### src/sv/alfl_pkg.sv
// ============================================================================
// alfl_pkg
// Shared types and constants of the linked-list node store.
// ============================================================================
`timescale 1ns / 1ps
`default_nettype none

package alfl_pkg;

    localparam int NODE_COUNT  = 16;
    localparam int VALUE_WIDTH = 32;

    // Fixed field widths of the transaction payloads
    localparam int VAL_W = 32;
    localparam int OP_W  = 2;
    localparam int ST_W  = 3;

    // Stored value width: values are kept in their low VALUE_WIDTH bits
    localparam int STORE_W = (VALUE_WIDTH < VAL_W) ? VALUE_WIDTH : VAL_W;

    // Node index and link pointer widths; a pointer can also hold null
    localparam int IDX_W = (NODE_COUNT > 1) ? $clog2(NODE_COUNT) : 1;
    localparam int PTR_W = $clog2(NODE_COUNT + 1);
    localparam logic [PTR_W-1:0] NIL = PTR_W'(NODE_COUNT);

    typedef enum logic [OP_W-1:0] {
        OP_INSERT = 2'd0,
        OP_DELETE = 2'd1,
        OP_READ   = 2'd2
    } op_t;

    typedef enum logic [ST_W-1:0] {
        ST_INSERTED  = 3'd0,
        ST_FULL      = 3'd1,
        ST_DELETED   = 3'd2,
        ST_NOT_FOUND = 3'd3,
        ST_EMPTY     = 3'd4,
        ST_ELEMENT   = 3'd5
    } status_t;

    typedef enum logic [2:0] {
        S_IDLE,
        S_INS_LINK,
        S_INS_TAIL,
        S_DEL_CMP,
        S_DEL_FREE,
        S_RD
    } state_t;

    typedef struct packed {
        logic [OP_W-1:0]   op;
        logic signed [VAL_W-1:0] value;
    } item_t;

    typedef struct packed {
        status_t           status;
        logic signed [VAL_W-1:0] value_out;
        logic              last;
    } result_t;

endpackage

`default_nettype wire

### src/sv/array_linked_list_with_free_list.sv
// ============================================================================
// array_linked_list_with_free_list
// Fixed node store holding a singly linked list and a free list threaded
// through one link memory.
// ============================================================================
//
//  Channel   Handshake              Payload
//  -------   --------------------   ----------------------------------
//  command   start high, busy low   item   : op, value
//  result    result_valid strobe    result : status, value_out, last
//
//  Insert fills the free head node, advances the free list, terminates the
//  node (S_INS_LINK) and hangs it off the old tail (S_INS_TAIL) unless the
//  list was empty. Delete walks from the head in S_DEL_CMP to the match or
//  the list end and frees a match in S_DEL_FREE; read-out walks it in S_RD.
//  The walk is set by the registered read ports of both memories, one node
//  per cycle. Rejected commands (full, empty, undefined op) answer from idle.
//  Each result shows on result for one cycle, the cycle after it is formed.
//  Reset clears the list, the free list and the link valid bits at once; no
//  clearing pass is needed. The receiver cannot stall.
//
`timescale 1ns / 1ps
`default_nettype none

module array_linked_list_with_free_list (
    input  wire logic            clk,
    input  wire logic            rst_n,
    input  wire logic            start,
    output logic                 busy,
    input  wire alfl_pkg::item_t item,
    output logic                 result_valid,
    output alfl_pkg::result_t    result
);

    import alfl_pkg::*;

    // ------------------------------------------------------------------------
    // Control and pointer registers
    // ------------------------------------------------------------------------
    state_t               state_reg, state_next;
    logic [STORE_W-1:0]   value_reg, value_next;
    logic [PTR_W-1:0]     node_reg, node_next;       // new node or walk cursor
    logic [PTR_W-1:0]     prev_reg, prev_next;       // node before the cursor
    logic [PTR_W-1:0]     list_head_reg, list_head_next;
    logic [PTR_W-1:0]     tail_reg, tail_next;
    logic [PTR_W-1:0]     free_head_reg, free_head_next;
    logic [NODE_COUNT-1:0] link_valid_reg, link_valid_next;
    logic [IDX_W-1:0]     link_raddr_reg;
    result_t              result_reg, result_next;
    logic                 result_valid_reg, result_valid_next;

    // ------------------------------------------------------------------------
    // Memory ports
    // ------------------------------------------------------------------------
    logic                 val_we;
    logic [IDX_W-1:0]     val_waddr;
    logic [STORE_W-1:0]   val_wdata;
    logic [STORE_W-1:0]   val_rdata;
    logic                 link_we;
    logic [IDX_W-1:0]     link_waddr;
    logic [PTR_W-1:0]     link_wdata;
    logic [PTR_W-1:0]     link_rdata_raw;
    logic [PTR_W-1:0]     link_rd;
    logic [IDX_W-1:0]     rd_addr;

    logic                 accept;
    logic                 val_match;
    logic                 link_nil;
    logic                 head_nil;
    logic                 free_nil;
    logic [STORE_W-1:0]   item_val;

    alfl_ram #(
        .WIDTH (STORE_W),
        .DEPTH (NODE_COUNT)
    ) u_values (
        .clk   (clk),
        .we    (val_we),
        .waddr (val_waddr),
        .wdata (val_wdata),
        .raddr (rd_addr),
        .rdata (val_rdata)
    );

    alfl_ram #(
        .WIDTH (PTR_W),
        .DEPTH (NODE_COUNT)
    ) u_links (
        .clk   (clk),
        .we    (link_we),
        .waddr (link_waddr),
        .wdata (link_wdata),
        .raddr (rd_addr),
        .rdata (link_rdata_raw)
    );

    // An entry never written since reset links to the next entry; the last
    // entry then comes out as null by itself.
    assign link_rd = link_valid_reg[link_raddr_reg] ? link_rdata_raw
                                                     : PTR_W'(link_raddr_reg) + 1'b1;

    assign busy      = (state_reg != S_IDLE);
    assign accept    = start && !busy;
    assign item_val  = item.value[STORE_W-1:0];
    assign val_match = (val_rdata == value_reg);
    assign link_nil  = (link_rd >= NIL);
    assign head_nil  = (list_head_reg >= NIL);
    assign free_nil  = (free_head_reg >= NIL);

    // ------------------------------------------------------------------------
    // Next state
    // ------------------------------------------------------------------------
    always_comb
    begin
        state_next = state_reg;
        unique case (state_reg)
            S_IDLE:
            begin
                if (accept)
                begin
                    unique case (item.op)
                        OP_INSERT: if (!free_nil) state_next = S_INS_LINK;
                        OP_DELETE: if (!head_nil) state_next = S_DEL_CMP;
                        OP_READ:   if (!head_nil) state_next = S_RD;
                        default:   state_next = S_IDLE;
                    endcase
                end
            end
            S_INS_LINK: state_next = head_nil ? S_IDLE : S_INS_TAIL;
            S_INS_TAIL: state_next = S_IDLE;
            S_DEL_CMP:
            begin
                if (val_match)
                begin
                    state_next = S_DEL_FREE;
                end
                else if (link_nil)
                begin
                    state_next = S_IDLE;
                end
            end
            S_DEL_FREE: state_next = S_IDLE;
            S_RD:       if (link_nil) state_next = S_IDLE;
            default:    state_next = S_IDLE;
        endcase
    end

    // ------------------------------------------------------------------------
    // Memory control, pointer updates and results
    // ------------------------------------------------------------------------
    always_comb
    begin
        value_next        = value_reg;
        node_next         = node_reg;
        prev_next         = prev_reg;
        list_head_next    = list_head_reg;
        tail_next         = tail_reg;
        free_head_next    = free_head_reg;
        val_we            = 1'b0;
        val_waddr         = node_reg[IDX_W-1:0];
        val_wdata         = value_reg;
        link_we           = 1'b0;
        link_waddr        = node_reg[IDX_W-1:0];
        link_wdata        = NIL;
        rd_addr           = node_reg[IDX_W-1:0];
        result_valid_next = 1'b0;
        result_next       = result_reg;

        unique case (state_reg)
            S_IDLE:
            begin
                if (accept)
                begin
                    value_next                = item_val;
                    result_next.value_out     = VAL_W'(item_val);
                    result_next.last          = 1'b1;
                    result_next.status        = ST_EMPTY;
                    unique case (item.op) inside
                        OP_INSERT:
                        begin
                            if (free_nil)
                            begin
                                result_valid_next  = 1'b1;
                                result_next.status = ST_FULL;
                            end
                            else
                            begin
                                // Fill the node now, fetch its link for the free head
                                val_we    = 1'b1;
                                val_waddr = free_head_reg[IDX_W-1:0];
                                val_wdata = item_val;
                                rd_addr   = free_head_reg[IDX_W-1:0];
                                node_next = free_head_reg;
                            end
                        end
                        OP_DELETE, OP_READ:
                        begin
                            if (head_nil)
                            begin
                                result_valid_next = 1'b1;
                            end
                            else
                            begin
                                rd_addr   = list_head_reg[IDX_W-1:0];
                                node_next = list_head_reg;
                                prev_next = NIL;
                            end
                        end
                        default:
                        begin
                            result_valid_next = 1'b1;
                        end
                    endcase
                end
            end

            S_INS_LINK:
            begin
                // Advance the free list and terminate the new node
                free_head_next = link_rd;
                link_we        = 1'b1;
                link_wdata     = NIL;
                if (head_nil)
                begin
                    list_head_next          = node_reg;
                    tail_next               = node_reg;
                    result_valid_next       = 1'b1;
                    result_next.status      = ST_INSERTED;
                    result_next.value_out   = VAL_W'(value_reg);
                    result_next.last        = 1'b1;
                end
            end

            S_INS_TAIL:
            begin
                // Hang the new node off the old tail, then advance the tail
                link_we               = 1'b1;
                link_waddr            = tail_reg[IDX_W-1:0];
                link_wdata            = node_reg;
                tail_next             = node_reg;
                result_valid_next     = 1'b1;
                result_next.status    = ST_INSERTED;
                result_next.value_out = VAL_W'(value_reg);
                result_next.last      = 1'b1;
            end

            S_DEL_CMP:
            begin
                if (val_match)
                begin
                    // Unlink the cursor node
                    if (prev_reg >= NIL)
                    begin
                        list_head_next = link_rd;
                    end
                    else
                    begin
                        link_we    = 1'b1;
                        link_waddr = prev_reg[IDX_W-1:0];
                        link_wdata = link_rd;
                    end
                    if (node_reg == tail_reg)
                    begin
                        tail_next = prev_reg;
                    end
                end
                else if (link_nil)
                begin
                    result_valid_next     = 1'b1;
                    result_next.status    = ST_NOT_FOUND;
                    result_next.value_out = VAL_W'(value_reg);
                    result_next.last      = 1'b1;
                end
                else
                begin
                    prev_next = node_reg;
                    node_next = link_rd;
                    rd_addr   = link_rd[IDX_W-1:0];
                end
            end

            S_DEL_FREE:
            begin
                // Push the freed node onto the free list
                link_we               = 1'b1;
                link_wdata            = free_head_reg;
                free_head_next        = node_reg;
                result_valid_next     = 1'b1;
                result_next.status    = ST_DELETED;
                result_next.value_out = VAL_W'(value_reg);
                result_next.last      = 1'b1;
            end

            S_RD:
            begin
                result_valid_next     = 1'b1;
                result_next.status    = ST_ELEMENT;
                result_next.value_out = VAL_W'(val_rdata);
                result_next.last      = link_nil;
                node_next             = link_rd;
                rd_addr               = link_rd[IDX_W-1:0];
            end

            default:
            begin
                result_valid_next = 1'b0;
            end
        endcase
    end

    // Mark link entries once written
    always_comb
    begin
        link_valid_next = link_valid_reg;
        if (link_we)
        begin
            link_valid_next[link_waddr] = 1'b1;
        end
    end

    // ------------------------------------------------------------------------
    // Registers
    // ------------------------------------------------------------------------
    always_ff @(posedge clk or negedge rst_n)
    begin
        if (!rst_n)
        begin
            state_reg        <= S_IDLE;
            list_head_reg    <= NIL;
            tail_reg         <= NIL;
            free_head_reg    <= '0;
            link_valid_reg   <= '0;
            result_valid_reg <= 1'b0;
        end
        else
        begin
            state_reg        <= state_next;
            list_head_reg    <= list_head_next;
            tail_reg         <= tail_next;
            free_head_reg    <= free_head_next;
            link_valid_reg   <= link_valid_next;
            result_valid_reg <= result_valid_next;
        end
    end

    // Payload and walk registers hold without reset
    always_ff @(posedge clk)
    begin
        value_reg      <= value_next;
        node_reg       <= node_next;
        prev_reg       <= prev_next;
        link_raddr_reg <= rd_addr;
        result_reg     <= result_next;
    end

    assign result_valid = result_valid_reg;
    assign result       = result_reg;

endmodule

`default_nettype wire

### src/sv/alfl_ram.sv
// ============================================================================
// alfl_ram
// Generic single-write, single-read RAM with a registered read port.
// ============================================================================
`timescale 1ns / 1ps
`default_nettype none

module alfl_ram #(
    parameter int WIDTH = 8,
    parameter int DEPTH = 16
) (
    input  wire logic                             clk,
    input  wire logic                             we,
    input  wire logic [$clog2(DEPTH > 1 ? DEPTH : 2)-1:0] waddr,
    input  wire logic [WIDTH-1:0]                 wdata,
    input  wire logic [$clog2(DEPTH > 1 ? DEPTH : 2)-1:0] raddr,
    output logic      [WIDTH-1:0]                 rdata
);

    logic [WIDTH-1:0] mem_reg [DEPTH];
    logic [WIDTH-1:0] rdata_reg;

    always_ff @(posedge clk)
    begin
        if (we)
        begin
            mem_reg[waddr] <= wdata;
        end
        rdata_reg <= mem_reg[raddr];
    end

    assign rdata = rdata_reg;

endmodule

`default_nettype wire

### config.mk
export PLATFORM = sky130hd
export DESIGN_NAME = array_linked_list_with_free_list
export DESIGN_NICKNAME = d
export VERILOG_FILES = /design/src/sv/alfl_pkg.sv /design/src/sv/array_linked_list_with_free_list.sv /design/src/sv/alfl_ram.sv
export SDC_FILE = /design/constraint.sdc
export NUM_CORES = 1
export LEC_CHECK = 0
export ABC_AREA = 1
export BUFFER_PORTS_ARGS = -buffer_cell sky130_fd_sc_hd__buf_2
export CORE_UTILIZATION = 25
export CTS_CLUSTER_SIZE = 24
export DETAILED_ROUTE_END_ITERATION = 16
export PLACE_DENSITY = 0.45
export SLEW_MARGIN = 15
export SYNTH_ARGS = -nofsm -noshare
export SYNTH_HDL_FRONTEND = slang
export SYNTH_HIERARCHICAL = 1
export SYNTH_SLANG_ARGS = --single-unit
### constraint.sdc
create_clock -name clk -period 5 [get_ports clk]
set_clock_uncertainty 0.1 [all_clocks]
set_input_delay 1 -clock clk [delete_from_list [all_inputs] [get_ports clk]]
set_output_delay 1 -clock clk [all_outputs]
set_load 0.1 [all_outputs]
* Word-level counts from Yosys, hierarchy flattened
Memory sizes are Yosys's and may differ from the RTL's. A register that Yosys moved wholly into a read port is not among the register bits. Index checks and enable logic that the tools add are counted.
Operators by class: $add $sub $neg 1, magnitude comparators 7, equality and inequality tests 23, muxes and demuxes 80, bitwise logic cells 1, reductions and logical operators 22
Operator list (count):
- case mux 36 bit (6 select lines) | 1
- 2-to-1 mux 36 bit | 4
- 2-to-1 mux 32 bit | 4
- 2-to-1 mux 5 bit | 18
- case mux 5 bit (3 select lines) | 3
- 2-to-1 mux 4 bit | 10
- case mux 5 bit (2 select lines) | 4
- == test 32 bit | 1
- 2-to-1 mux 3 bit | 8
- >= comparator 5 bit, second input constant | 4
- != test 2 bit, second input constant | 9
- 2-to-1 mux 1 bit | 17
- OR 16 bit | 1
- case mux 4 bit (2 select lines) | 2
- case mux 3 bit (4 select lines) | 1
- case mux 4 bit (3 select lines) | 1
- AND reduction 6 bit | 2
- < comparator 4 x 5 -> 1 bit, second input constant | 2
- != test 3 bit, second input constant | 3
- case mux 3 bit (3 select lines) | 1
- nonzero test 3 bit | 3
- AND reduction 4 bit | 2
- == test 3 x 2 -> 1 bit, second input constant | 2
- == test 3 bit, second input constant | 2
- other kinds (24) | 29
Word-level totals: bits in registers 117, memory bits (writable) 592, input bits 37, word-level logic and storage cells 149, memories kept 2
Memories:
- u_values.mem_reg | words 16, width 32, read ports 1, clocked after Yosys merged registers in 1, wr ports 1, line alfl_ram.sv:20 | logic [WIDTH-1:0] mem_reg [DEPTH];
- u_links.mem_reg | words 16, width 5, read ports 1, clocked after Yosys merged registers in 1, wr ports 1, line alfl_ram.sv:20

* Depth between registers and ports, before layout
word-level depth 9, mapped depth 24

* Cells and area by module
The synthesis kept the hierarchy.
By module, submodules not included:
- alfl_ram at u_values | times used 1, cells an instance 2120, area an instance 22730.6 sq um, seq. area each 16015.4 sq um
- array_linked_list_with_free_list | times used 1, cells an instance 858, area an instance 6972.9 sq um, seq. area each 3300.7 sq um
- alfl_ram at u_links | times used 1, cells an instance 355, area an instance 3733.6 sq um, seq. area each 2502.4 sq um

* Worst setup path after synthesis
OpenSTA, ideal clock, no wires.
path type flip-flop to flip-flop, start register link_raddr_reg[0], end register result_reg, in the netlist result[0], enable pin, library setup time 474 ps, arrival time 3793 ps, data required time 4426 ps, setup slack 633 ps, cell stages (with the launch flop) 10, period minus slack after synthesis 4367 ps, cell sequence dfxtp_1 buf_6 buf_6 o211ai_1 nand3_1 nand3b_2 nand2_4 o21ai_4 nor3_1 nor3_1
Between the ends: longest elaborated chain between the ends 6, elaborated cells on any way between the ends 7, classes of those cells add/sub: 1; order compare: 1; eq/ne: 1; mux: 3; reduce/logical: 1
RTL lines:
- start, declared | line array_linked_list_with_free_list.sv:48 | logic [IDX_W-1:0] link_raddr_reg;
- start signal, assigned | line array_linked_list_with_free_list.sv:352 | link_raddr_reg <= rd_addr;
- binary-select mux 1 bit (select 4 bit) | line array_linked_list_with_free_list.sv:99 | assign link_rd = link_valid_reg[link_raddr_reg] ? link_rdata_raw
- 2-to-1 mux 1 bit (implied by the code) | line array_linked_list_with_free_list.sv:99
- 2-to-1 mux 5 bit (*) | line array_linked_list_with_free_list.sv:99
- >= comparator 5 bit (*) | line array_linked_list_with_free_list.sv:106 | assign link_nil = (link_rd >= NIL);
- != test 2 bit (no line) (*)
- AND reduction 5 bit (no line) (*)
- end signal, assigned | line array_linked_list_with_free_list.sv:353 | result_reg <= result_next;
- end, declared | line array_linked_list_with_free_list.sv:49 | result_t result_reg, result_next;
Every way passes the cells marked *; elsewhere a longest branch is shown, timed or not. The select of a mux whose other input is x is not followed. A chain may end at the register's enable or synchronous reset.

* Worst setup path in the final report
start register value_reg[19], end register u_values.rdata_reg[12] (netlist: u_values/rdata[12]) (read register of u_values.mem_reg)
Between the ends: longest elaborated chain between the ends 3
RTL lines:
- start, declared | line array_linked_list_with_free_list.sv:41 | logic [STORE_W-1:0] value_reg, value_next;
- start signal, assigned | line array_linked_list_with_free_list.sv:349 | value_reg <= value_next;
- == test 32 bit | line array_linked_list_with_free_list.sv:105 | assign val_match = (val_rdata == value_reg);
- 2-to-1 mux 4 bit | line array_linked_list_with_free_list.sv:249 | if (val_match)
- case mux 4 bit (3 select lines) | line array_linked_list_with_free_list.sv:169 | unique case (state_reg)
- net rd_addr[0] | line array_linked_list_with_free_list.sv:64 | logic [IDX_W-1:0] rd_addr;
- end, declared | line alfl_ram.sv:21 | logic [WIDTH-1:0] rdata_reg;
The timed path passes the listed nets, and every way through them passes these cells.

==> results.toml <==
[global_routing]
gr-total-overflow = 0
grt_pass1_vias = 22300
antenna_found_initial = 7
grt_max_degree = 128
grt_pass1_wl_um = 147000
grt.total_usage = 0.146

[placed_design]
place_ws_ns = 1.01
dp_hpwl_um = 57000
gp_congestion = 0.820
portBuffers = 74

[run]
maxCapViolations = 0

[layout]
n_antenna_cell = 0
layout-drive-gt1-share = 0.120
final_nets = 3458
largest_reg_flops = 512
synthToLayoutAreaGrowth_pct = 16.0

[logic_synthesis]
synth_largest_area_cell = "edfxtp_1"
synthesis.area_sq_mm = 0.0334
syn_nets = 3375
ys_seq_elements = 746
syn_avg_cell_area_sq_um = 10.0
ys_top_cells_by_count = "nand2_1, edfxtp_1, inv_1, nand3_1, nor2_1"
synth-main-ff-cell = "edfxtp_1"
synthTopCellsByArea = "edfxtp_1, nand2_1, nand3_1"
synthCells = 3333
yosysSeqAreaShare = 0.653
synth-edff-count = 670
ys_types = 51
yosys.cell_count.top_type = "nand2_1"
netlist.area_leader.share = 0.602
ys_async_sr_fraction = 0.0469
yosysWarnings = 6

[setup_path]
timing.rr.start = "value_reg[19]$_DFFE_PP_"
crit_arrival_ns = 4.45
rr_endpoint = "u_values/rdata[12]$_DFF_P_"
rrSetupSlack_ns = 1.02
end_kind = "register"
critPathLaunchType = "register"
cp-endpoint = "u_values/rdata[12]$_DFF_P_"
crit_fanout = 38
cp.required_ns = 5.47
worstRegToRegCells = 19
critical_path_class = "reg2reg"
crit_start = "value_reg[19]$_DFFE_PP_"

[die]
pin_count = 75
die_w_um = 368
rows = 133
core_area_sq_mm = 0.132
die-area_sq_mm = 0.135
die_h_um = 368
start_util = 0.253

[cts]
cts_made_buffers = 80
ctsRootBufferMaster = "clkbuf_16"
cts-resized-gates = 0
clk_latency_ns = 0.69
cts.sinks = 746
cts_tree = "done"
cts_hold_buf = 0
clkTransAtPathRegs_ns = 0.06
htree_levels = 3
post_cts_buffers = 0
clk_path_buf_depth = 3

[outcome]
status = "finished clean"

[sta]
grt_setup_unrepaired = "no"
period_needed_ns = 3.98
fmax_mhz = 251
worst_slack_ns = 1.02
maxSlewViolCount = 0
setup_tns_ns = 0
hold_violations = 0
worst_pin_slew_ns = 1.19
setup_viol_count_final = 0
post-route-period-util = 0.797
max_slew_margin = 0.200

[routing]
dr.first_iter.drc_count = 2015
post_drt_wl_per_cell_um = 18.9
vias = 22800
via_per_inst = 4.36
first_pass_iters = 6
drcViolationCount = 0
finalWirelength_um = 98800
ant_nets = 0

[worst_hold_path]
hold_class = "reg2reg"
critical path: stages (launching register included):
cell      delay (ns)
edfxtp_1        0.41
xnor2_1         0.50
nand2_1         0.11
nor2_1          0.12
nand2_1         0.06
nor2_1          0.22
nand2_2         0.22
inv_2           0.14
nor2_1          0.07
inv_2           0.12
nor2_4          0.08
o21ai_1         0.23
nand3_4         0.21
inv_8           0.32
buf_4           0.42
nand2_1         0.09
nand3_1         0.08
nand3_1         0.12
nand3_1         0.14
nand2_1         0.07
per-layer routing:
layer,track usage,part of all wire,vias to the layer above
li1,-,-,11000
met1,0.205,0.47,11100
met2,0.226,0.45,535
met3,0.0296,0.057,159
met4,0.0401,0.027,12
met5,0,0.00081,-
cell usage in the layout, fill, tap and decap left out, drive strengths merged:
master	netlist	layout
nand2	1044	1044
edfxtp	670	670
inv	567	569
nand3	505	505
buf	130	153
clkbuf	22	106
nor2	95	95
o21ai	85	85
dfxtp	41	41
dfrtp	33	33
clkinv	3	32
o211ai	31	31
xnor2	20	20
o221ai	18	18
a21oi	18	18
bufinv	0	10
a22oi	8	8
o22ai	6	6
nor3	6	6
ha	5	5
o21bai	5	5
nand3b	5	5
or2	4	4
a31oi	2	2
dfstp	2	2
nand4	2	2
xor2	1	1
o2111ai	1	1
o31ai	1	1
nor4	1	1
a221o	1	1
a211oi	1	1
metrics by stage:
stage / instance area, sq um / util / hold slack, ns / instances
2_1_floorplan: 33400 / - / 0.322 / 3333
3_3_place_gp: 36100 / 0.273 / 0.335 / 5089
3_5_place_dp: 36100 / 0.273 / 0.341 / 5089
4_1_cts: 38800 / 0.293 / 0.354 / 5236
5_1_grt: 38800 / 0.293 / 0.372 / 5236
6_report: 38800 / 0.293 / 0.346 / 5236
cells by family after synthesis:
logic type               synth area share
AO/OA/AOI/OAI                      0.0335
XOR/XNOR                          0.00550
adder cells (fa/ha/maj)           0.00187
buffers and inverters              0.0946
flip-flops                          0.653
AND/OR/NAND/NOR                     0.212
area by class of cell:
class                      count  area (sq um)
fill                       13800         93300
clock inverter                41           537
multi-input combinational   1865          8680
sequential                   746         21800
clock buffer                 106          2150
tap                         1755          2200
inverter                     570          2160
timing repair buffer         153          1240
worst min path at each step:
stage                                           endpoint  cells after the start                            from  slack, ns
after floorplan           link_valid_reg[15]$_DFFE_PN0P_                      2  link_valid_reg[15]$_DFFE_PN0P_       0.32
after global placement     link_valid_reg[9]$_DFFE_PN0P_                      2   link_valid_reg[9]$_DFFE_PN0P_       0.34
after detailed placement  link_valid_reg[11]$_DFFE_PN0P_                      2  link_valid_reg[11]$_DFFE_PN0P_       0.34
after CTS                 link_valid_reg[11]$_DFFE_PN0P_                      2  link_valid_reg[11]$_DFFE_PN0P_       0.35
after global routing       link_valid_reg[3]$_DFFE_PN0P_                      2   link_valid_reg[3]$_DFFE_PN0P_       0.37
final                     link_valid_reg[11]$_DFFE_PN0P_                      2  link_valid_reg[11]$_DFFE_PN0P_       0.35
Power is left out: the tool's default activity adds up to more than one toggle a clock period on the data nets, which glitch-free logic cannot reach.
